File: src/rtl/oqsd_pkg.sv
// Shared types and constants for the ordered queue search/delete unit.
// No dependencies; every other file but oqsd_ram takes names from here by scope.
`timescale 1ns / 1ps

package oqsd_pkg;

  localparam int KIND_W  = 2;
  localparam int VALUE_W = 32;
  localparam int POS_W   = 4;
  localparam int OCC_W   = 5;

  // Request codes; the fourth code is unused and ignored.
  localparam logic [KIND_W-1:0] KIND_INSERT = 2'd0;
  localparam logic [KIND_W-1:0] KIND_SEARCH = 2'd1;
  localparam logic [KIND_W-1:0] KIND_DELETE = 2'd2;

  // Controller to datapath commands.
  typedef struct packed {
    logic load;       // capture request, clear index and result
    logic rd_next;    // read address is index + 1 instead of index
    logic wr_append;  // write key at the tail
    logic wr_shift;   // write read data at index
    logic idx_inc;    // advance index
    logic set_hit;    // mark ok and latch index as position
    logic count_inc;
    logic count_dec;
    logic res_load;   // move result into the output register
  } cmd_t;

  // Datapath to controller status.
  typedef struct packed {
    logic [KIND_W-1:0] kind;
    logic              count_zero;
    logic              full;
    logic              match;       // read data equals key
    logic              last;        // index is the last stored slot
    logic              shift_more;  // another entry sits above index + 1
  } sts_t;

endpackage

File: src/rtl/oqsd_if.sv
// Request and result channel interfaces for the ordered queue unit.
// Depends on oqsd_pkg for field widths.
`timescale 1ns / 1ps

interface oqsd_req_if;
  logic                          valid;
  logic                          ready;
  logic [oqsd_pkg::KIND_W-1:0]   kind;
  logic signed [oqsd_pkg::VALUE_W-1:0] value;

  modport source (output valid, output kind, output value, input ready);
  modport sink   (input valid, input kind, input value, output ready);
endinterface

interface oqsd_res_if;
  logic                        valid;
  logic                        ready;
  logic                        ok;
  logic [oqsd_pkg::POS_W-1:0]  position;
  logic [oqsd_pkg::OCC_W-1:0]  occupancy;
  logic                        is_empty;

  modport source (output valid, output ok, output position, output occupancy,
                  output is_empty, input ready);
  modport sink   (input valid, input ok, input position, input occupancy,
                  input is_empty, output ready);
endinterface

File: src/rtl/oqsd_ram.sv
// Generic single-write, single-read RAM with registered read data.
// No dependencies.
`timescale 1ns / 1ps

module oqsd_ram #(
  parameter int WIDTH = 32,
  parameter int DEPTH = 16
) (
  input  logic                     clk,
  input  logic                     we,
  input  logic [$clog2(DEPTH)-1:0] waddr,
  input  logic [WIDTH-1:0]         wdata,
  input  logic [$clog2(DEPTH)-1:0] raddr,
  output logic [WIDTH-1:0]         rdata
);

  logic [WIDTH-1:0] mem [DEPTH];

  always_ff @(posedge clk) begin
    if (we) begin
      mem[waddr] <= wdata;
    end
    rdata <= mem[raddr];
  end

endmodule

File: src/rtl/oqsd_datapath.sv
// Datapath: entry RAM, scan index, count, and result/output registers.
// Depends on oqsd_pkg and oqsd_ram.
`timescale 1ns / 1ps

module oqsd_datapath #(
  parameter int DEPTH = 16
) (
  input  logic                                clk,
  input  logic                                rst,
  input  oqsd_pkg::cmd_t                      cmd,
  output oqsd_pkg::sts_t                      sts,
  input  logic [oqsd_pkg::KIND_W-1:0]         req_kind,
  input  logic signed [oqsd_pkg::VALUE_W-1:0] req_value,
  output logic                                res_ok,
  output logic [oqsd_pkg::POS_W-1:0]          res_position,
  output logic [oqsd_pkg::OCC_W-1:0]          res_occupancy,
  output logic                                res_is_empty
);

  localparam int IW = $clog2(DEPTH);
  localparam int CW = $clog2(DEPTH + 1);

  logic [oqsd_pkg::KIND_W-1:0]  kind;
  logic [oqsd_pkg::VALUE_W-1:0] key;
  logic [IW-1:0]                idx;
  logic [CW-1:0]                count;
  logic                         ok;
  logic [IW-1:0]                pos;

  logic [CW:0]                  idx_ext;
  logic [IW-1:0]                raddr;
  logic [IW-1:0]                waddr;
  logic [oqsd_pkg::VALUE_W-1:0] wdata;
  logic [oqsd_pkg::VALUE_W-1:0] rdata;
  logic [31:0]                  pos_wide;
  logic [31:0]                  count_wide;

  assign idx_ext = (CW + 1)'(idx);
  assign raddr   = cmd.rd_next ? IW'(idx_ext + (CW + 1)'(1)) : idx;
  assign waddr   = cmd.wr_append ? count[IW-1:0] : idx;
  assign wdata   = cmd.wr_append ? key : rdata;

  oqsd_ram #(
    .WIDTH (oqsd_pkg::VALUE_W),
    .DEPTH (DEPTH)
  ) u_ram (
    .clk   (clk),
    .we    (cmd.wr_append | cmd.wr_shift),
    .waddr (waddr),
    .wdata (wdata),
    .raddr (raddr),
    .rdata (rdata)
  );

  always_comb begin
    sts.kind       = kind;
    sts.count_zero = (count == '0);
    sts.full       = (count == CW'(DEPTH));
    sts.match      = (rdata == key);
    sts.last       = ((idx_ext + (CW + 1)'(1)) == (CW + 1)'(count));
    sts.shift_more = ((idx_ext + (CW + 1)'(2)) < (CW + 1)'(count));
  end

  always_ff @(posedge clk) begin
    if (rst) begin
      count <= '0;
    end else if (cmd.count_inc) begin
      count <= count + CW'(1);
    end else if (cmd.count_dec) begin
      count <= count - CW'(1);
    end
  end

  always_ff @(posedge clk) begin
    if (cmd.load) begin
      kind <= req_kind;
      key  <= req_value;
      idx  <= '0;
      ok   <= 1'b0;
      pos  <= '0;
    end else begin
      if (cmd.idx_inc) begin
        idx <= idx + IW'(1);
      end
      if (cmd.set_hit) begin
        ok  <= 1'b1;
        pos <= idx;
      end
    end
  end

  assign pos_wide   = 32'(pos);
  assign count_wide = 32'(count);

  always_ff @(posedge clk) begin
    if (cmd.res_load) begin
      res_ok        <= ok;
      res_position  <= pos_wide[oqsd_pkg::POS_W-1:0];
      res_occupancy <= count_wide[oqsd_pkg::OCC_W-1:0];
      res_is_empty  <= (count == '0);
    end
  end

endmodule

File: src/rtl/oqsd_ctrl.sv
// Controller: sequences insert, scan and shift, and owns the output valid.
// Depends on oqsd_pkg.
`timescale 1ns / 1ps

module oqsd_ctrl (
  input  logic           clk,
  input  logic           rst,
  input  logic           in_valid,
  output logic           in_ready,
  output logic           out_valid,
  input  logic           out_ready,
  input  oqsd_pkg::sts_t sts,
  output oqsd_pkg::cmd_t cmd
);

  typedef enum logic [2:0] {
    S_IDLE, S_DISPATCH, S_INSERT, S_READ, S_COMPARE, S_SHIFT_RD, S_SHIFT_WR, S_FINISH
  } state_t;

  state_t state;
  state_t state_next;
  logic   out_free;

  assign in_ready = (state == S_IDLE);
  assign out_free = !out_valid || out_ready;

  always_comb begin
    cmd        = '0;
    state_next = state;
    case (state)
      S_IDLE: begin
        if (in_valid) begin
          cmd.load   = 1'b1;
          state_next = S_DISPATCH;
        end
      end
      S_DISPATCH: begin
        if (sts.kind == oqsd_pkg::KIND_INSERT) begin
          state_next = S_INSERT;
        end else if ((sts.kind == oqsd_pkg::KIND_SEARCH ||
                      sts.kind == oqsd_pkg::KIND_DELETE) && !sts.count_zero) begin
          state_next = S_READ;
        end else begin
          state_next = S_FINISH;
        end
      end
      S_INSERT: begin
        if (!sts.full) begin
          cmd.wr_append = 1'b1;
          cmd.count_inc = 1'b1;
          cmd.set_hit   = 1'b1;
        end
        state_next = S_FINISH;
      end
      S_READ: begin
        state_next = S_COMPARE;
      end
      S_COMPARE: begin
        if (sts.match) begin
          cmd.set_hit = 1'b1;
          if (sts.kind == oqsd_pkg::KIND_DELETE) begin
            if (sts.last) begin
              cmd.count_dec = 1'b1;
              state_next    = S_FINISH;
            end else begin
              state_next = S_SHIFT_RD;
            end
          end else begin
            state_next = S_FINISH;
          end
        end else if (sts.last) begin
          state_next = S_FINISH;
        end else begin
          cmd.idx_inc = 1'b1;
          state_next  = S_READ;
        end
      end
      S_SHIFT_RD: begin
        cmd.rd_next = 1'b1;
        state_next  = S_SHIFT_WR;
      end
      S_SHIFT_WR: begin
        cmd.wr_shift = 1'b1;
        cmd.idx_inc  = 1'b1;
        if (sts.shift_more) begin
          state_next = S_SHIFT_RD;
        end else begin
          cmd.count_dec = 1'b1;
          state_next    = S_FINISH;
        end
      end
      S_FINISH: begin
        if (out_free) begin
          cmd.res_load = 1'b1;
          state_next   = S_IDLE;
        end
      end
      default: begin
        state_next = S_IDLE;
      end
    endcase
  end

  always_ff @(posedge clk) begin
    if (rst) begin
      state     <= S_IDLE;
      out_valid <= 1'b0;
    end else begin
      state <= state_next;
      if (cmd.res_load) begin
        out_valid <= 1'b1;
      end else if (out_ready) begin
        out_valid <= 1'b0;
      end
    end
  end

endmodule

File: src/rtl/ordered_queue_search_delete_unit.sv
// Top level of the ordered queue search/delete unit.
// Depends on oqsd_pkg, oqsd_if, oqsd_ctrl and oqsd_datapath.
`timescale 1ns / 1ps

// Bounded queue of signed 32-bit values kept in arrival order. Each request
// gives exactly one result. Insert appends at the tail (ok low when full);
// search reports the first match from the head; delete removes the first
// match and closes the gap. Every result carries occupancy and an empty flag.
// Requests are handled one at a time. Entries live in a RAM with one read
// port and registered read data, so the scan takes a read state and a
// compare state per entry examined, and the gap-closing shift takes a read
// state and a write state for every entry above the match that moves down.
// The next request is taken while the previous result still waits in the
// output register. No clearing pass runs after reset; only slots below the
// occupancy are ever read.

module ordered_queue_search_delete_unit #(
  parameter int DEPTH = 16
) (
  input  logic        clk,
  input  logic        rst,
  oqsd_req_if.sink    req,
  oqsd_res_if.source  res
);

  oqsd_pkg::cmd_t cmd;
  oqsd_pkg::sts_t sts;

  // Sequence each request through dispatch, insert or scan and shift, and finish.
  oqsd_ctrl u_ctrl (
    .clk       (clk),
    .rst       (rst),
    .in_valid  (req.valid),
    .in_ready  (req.ready),
    .out_valid (res.valid),
    .out_ready (res.ready),
    .sts       (sts),
    .cmd       (cmd)
  );

  // Hold entries, count, scan index and the output register.
  oqsd_datapath #(
    .DEPTH (DEPTH)
  ) u_dp (
    .clk           (clk),
    .rst           (rst),
    .cmd           (cmd),
    .sts           (sts),
    .req_kind      (req.kind),
    .req_value     (req.value),
    .res_ok        (res.ok),
    .res_position  (res.position),
    .res_occupancy (res.occupancy),
    .res_is_empty  (res.is_empty)
  );

endmodule

File: src/flat_wrapper.sv
// flat-port wrapper written by rule: the top's interface ports become plain ports
module ordered_queue_search_delete_unit_flat 
#(
  parameter int DEPTH = 16
)
  (clk, rst, req_valid, req_kind, req_value, req_ready, res_valid, res_ok, res_position, res_occupancy, res_is_empty, res_ready);
  oqsd_req_if req_i ();
  oqsd_res_if res_i ();
  input  logic clk;
  input  logic rst;
  input wire logic [$bits(req_i.valid)-1:0] req_valid;
  input wire logic [$bits(req_i.kind)-1:0] req_kind;
  input wire logic [$bits(req_i.value)-1:0] req_value;
  output wire logic [$bits(req_i.ready)-1:0] req_ready;
  output wire logic [$bits(res_i.valid)-1:0] res_valid;
  output wire logic [$bits(res_i.ok)-1:0] res_ok;
  output wire logic [$bits(res_i.position)-1:0] res_position;
  output wire logic [$bits(res_i.occupancy)-1:0] res_occupancy;
  output wire logic [$bits(res_i.is_empty)-1:0] res_is_empty;
  input wire logic [$bits(res_i.ready)-1:0] res_ready;
  assign req_i.valid = req_valid;
  assign req_i.kind = req_kind;
  assign req_i.value = req_value;
  assign req_ready = req_i.ready;
  assign res_valid = res_i.valid;
  assign res_ok = res_i.ok;
  assign res_position = res_i.position;
  assign res_occupancy = res_i.occupancy;
  assign res_is_empty = res_i.is_empty;
  assign res_i.ready = res_ready;
  ordered_queue_search_delete_unit #(.DEPTH(DEPTH)) u_core (.clk(clk), .rst(rst), .req(req_i), .res(res_i));
endmodule
File: config.mk
export PLATFORM = sky130hd
export DESIGN_NAME = ordered_queue_search_delete_unit_flat
export DESIGN_NICKNAME = d
export VERILOG_FILES = /design/src/rtl/oqsd_pkg.sv /design/src/rtl/oqsd_if.sv /design/src/rtl/oqsd_ram.sv /design/src/rtl/oqsd_datapath.sv /design/src/rtl/oqsd_ctrl.sv /design/src/rtl/ordered_queue_search_delete_unit.sv /design/src/flat_wrapper.sv
export SDC_FILE = /design/constraint.sdc
export NUM_CORES = 1
export LEC_CHECK = 0
export BUFFER_PORTS_ARGS = -buffer_cell sky130_fd_sc_hd__clkbuf_2
export CAP_MARGIN = 20
export CORE_MARGIN = 2
export CORE_UTILIZATION = 38
export DETAILED_ROUTE_END_ITERATION = 8
export GPL_ROUTABILITY_DRIVEN = 0
export PLACE_DENSITY = 0.61
export SLEW_MARGIN = 20
export SYNTH_ARGS = -nofsm -noshare
export SYNTH_HDL_FRONTEND = slang
export SYNTH_SLANG_ARGS = --single-unit
File: constraint.sdc
create_clock -name clk -period 8.2 [get_ports clk]
set_clock_uncertainty 0.2 [all_clocks]
set_input_delay 1.64 -clock clk [delete_from_list [all_inputs] [get_ports clk]]
set_output_delay 1.64 -clock clk [all_outputs]
set_load 0.02 [all_outputs]
==> reports/qor.yml <==
status: "finished clean"
antenna_found_initial: 0
dpl.hpwl_um: 27200
setup-violations-final: 0
r2r_cells: 9
fp.dieArea_um2: 63300
rsz0062_at_grt: "no"
worstMarginPinSlew_ps: 1040
synth_seq_cells: 607
fin_util_pct: 43.9
grt_usage_pct: 17.0
synth_edf_count: 557
drt_iter0_drc: 1017
cts_hold_buf: 0
yosys_warnings: 0
io_buffers: 50
power_density_nw_per_um2: 351
die_h_um: 252
clkTransAtPathRegs_ps: 60
root_buffer: "clkbuf_16"
ys_seq_area_share_pct: 76.1
placed_cell_area_um2: 24600
r2r-end: "u_core.u_dp.u_ram.rdata[17]"
cp_cell_sequence: "ha_1, inv_1, nor2_1, xnor2_2, buf_4, buf_4, mux4_2, a22oi_1, nand2_1"
wl_per_cell_um: 25.9
area.sequential_um2: 17700
start_util_pct: 38.5
p_leak_nw: 8.62
finalHoldWorstSlack_ps: 232
crit_fanout: 65
die_width_um: 252
hold_path.class: "reg -> reg"
yosysUniqueCellTypes: 50
final.period_utilization_pct: 48.9
r2r_setup_slack_ps: 4190
fin_crit_ps: 4010
reg2reg_from: "u_core.u_dp.idx[1]"
final_cell_area_um2: 26500
via_per_inst: 5.45
holdCritStartpoint: "u_core.u_dp.pos[0]"
routed_wl_um: 53000
cts_buffers: 59
synthFlopType: "edfxtp_1"
path_class: "reg -> reg"
min_to: "u_core.u_dp.res_position[0]"
cts_htree_levels: 2
slowest_stage: "buf_4"
async_reset_ff_share_pct: 0
drive_above_1_share_pct: 28.0
synth.most_common_cell: "edfxtp_1"
slowest_delay_ps: 880
fin_setup_tns_ps: 0
synthToLayoutAreaGrowth_pct: 14.0
grt_pass1_wl_um: 77700
crit_top_cell: "buf_4"
cts_tree: "yes"
rows: 90
synth_common_cells: "edfxtp_1, mux4_2, a22oi_1"
crit_arrival_ps: 4330
syn_inst: 1130
multi_input_area_um2: 5420
grt_pass1_vias: 11397
nNetsFinal: 1267
cts.sinks: 607
core_um2: 60500
grt_max_degree: 106
synth_nets: 1181
maxSlewViolCount: 0
dr.pass1.iters: 7
cp-end-kind: "flop"
postCtsSetupBuffers: 0
cp.required_ps: 8520
slew_headroom_pct: 30.8
cp-start-kind: "flop"
synthTopCellsByArea: "edfxtp_1, mux4_2, dfxtp_1, a22oi_1, mux2_2"
drv_cap: 0
ir_worst_vdd_mv: 0.217
yosysTopAreaCellShare_pct: 71.8
drc: 0
synth_largest_area_cell: "edfxtp_1"
ios: 51
grt-ovfl-total: 0
final_antenna_net_count: 0
clock_latency_ps: 650
whs_path_depth: 0
vias: 11173
clockBufferDepth: 3
total_power_mw: 9.32
n_fill_cell: 5109
max_freq_mhz: 250
antenna_cells: 0
syn_area_per_cell_um2: 20.6
hold_viol: 0
ctsResizeCount: 0
syn_area_um2: 23300
power breakdown:
group,total [mW],internal (mW),switching (mW)
Clock,2.65,1.51,1.15
Sequential,4.34,4.18,0.162
Combinational,2.32,0.914,1.41
layout by cell type, fill, tap and decap left out, types with 21 or more instances in the layout:
master	count
edfxtp_1	557
mux4_2	128
a22oi_1	64
clkbuf_16	60
clkbuf_2	50
dfxtp_1	50
nand2_1	47
xnor2_1	39
mux2_2	33
buf_4	25
clkbuf_1	21
flip-flops by register name, indices dropped and copies added (netlist names):
| signal | cells |
|---|---|
| u_core.u_dp.res_position | 4 |
| u_core.u_dp.key | 32 |
| u_core.u_dp.pos | 4 |
| u_core.u_dp.idx | 4 |
| u_core.u_dp.kind | 2 |
| u_core.u_dp.res_ok | 1 |
| u_core.u_dp.res_occupancy | 5 |
| u_core.u_ctrl.out_valid | 1 |
| u_core.u_dp.u_ram.mem | 512 |
| u_core.u_ctrl.state | 3 |
| u_core.u_dp.u_ram.rdata | 32 |
| u_core.u_dp.res_is_empty | 1 |
| u_core.u_dp.ok | 1 |
| u_core.u_dp.count | 5 |
final cells by class:
class	instances	share of cell area (%)
Sequential cell	607	66.8
Multi-Input combinational cell	457	20.4
Clock buffer	87	6.26
Tap cell	782	3.69
Timing Repair Buffer	76	1.73
Clock inverter	25	0.933
Inverter	15	0.212
worst max-delay path: cells and delay by family (launching register included):
kind | cells | cell delay [ps]
buffers and inverters | 3 | 1740
flip-flops | 1 | 480
multiplexers | 1 | 410
adder cells (fa/ha/maj) | 1 | 330
AO/OA/AOI/OAI | 1 | 280
AND/OR/NAND/NOR | 2 | 250
XOR/XNOR | 1 | 130
through the flow:
step / instances / worst slack (ps)
2_1_floorplan: 1130 / 4700
3_3_place_gp: 1937 / 4140
3_5_place_dp: 1937 / 4110
4_1_cts: 2049 / 4110
5_1_grt: 2049 / 3890
6_report: 2049 / 4190
how the worst max path moves through the flow:
stage | startpoint | slack [ps] | to
after global placement | u_core.u_dp.idx[1] | 4140 | u_core.u_dp.u_ram.rdata[22]
final | u_core.u_dp.idx[1] | 4190 | u_core.u_dp.u_ram.rdata[17]
after CTS | u_core.u_ctrl.state[1] | 4110 | u_core.u_dp.u_ram.mem[1][1]
after floorplan | u_core.u_ctrl.state[2] | 4700 | u_core.u_dp.u_ram.mem[14][0]
after global routing | u_core.u_dp.idx[1] | 3890 | u_core.u_dp.u_ram.rdata[18]
after detailed placement | u_core.u_dp.idx[1] | 4110 | u_core.u_dp.u_ram.rdata[17]
metal layers:
layer	track usage (%)	vias to the layer above	routed length, um
met2	28.1	361	26100
li1	-	4809	-
met1	23.3	5936	22800
met4	4.39	0	1030
met5	0	-	0
met3	3.29	67	3180
logic make-up after synthesis:
kind of cell	count (synthesis)	share of synthesized area (%)
XOR/XNOR	45	1.69
AO/OA/AOI/OAI	105	3.32
flip-flops	607	76.1
AND/OR/NAND/NOR	127	2.52
adder cells (fa/ha/maj)	13	0.730
multiplexers	167	14.2
buffers and inverters	66	1.41
No activity file was read; power rests on OpenSTA's default activity.
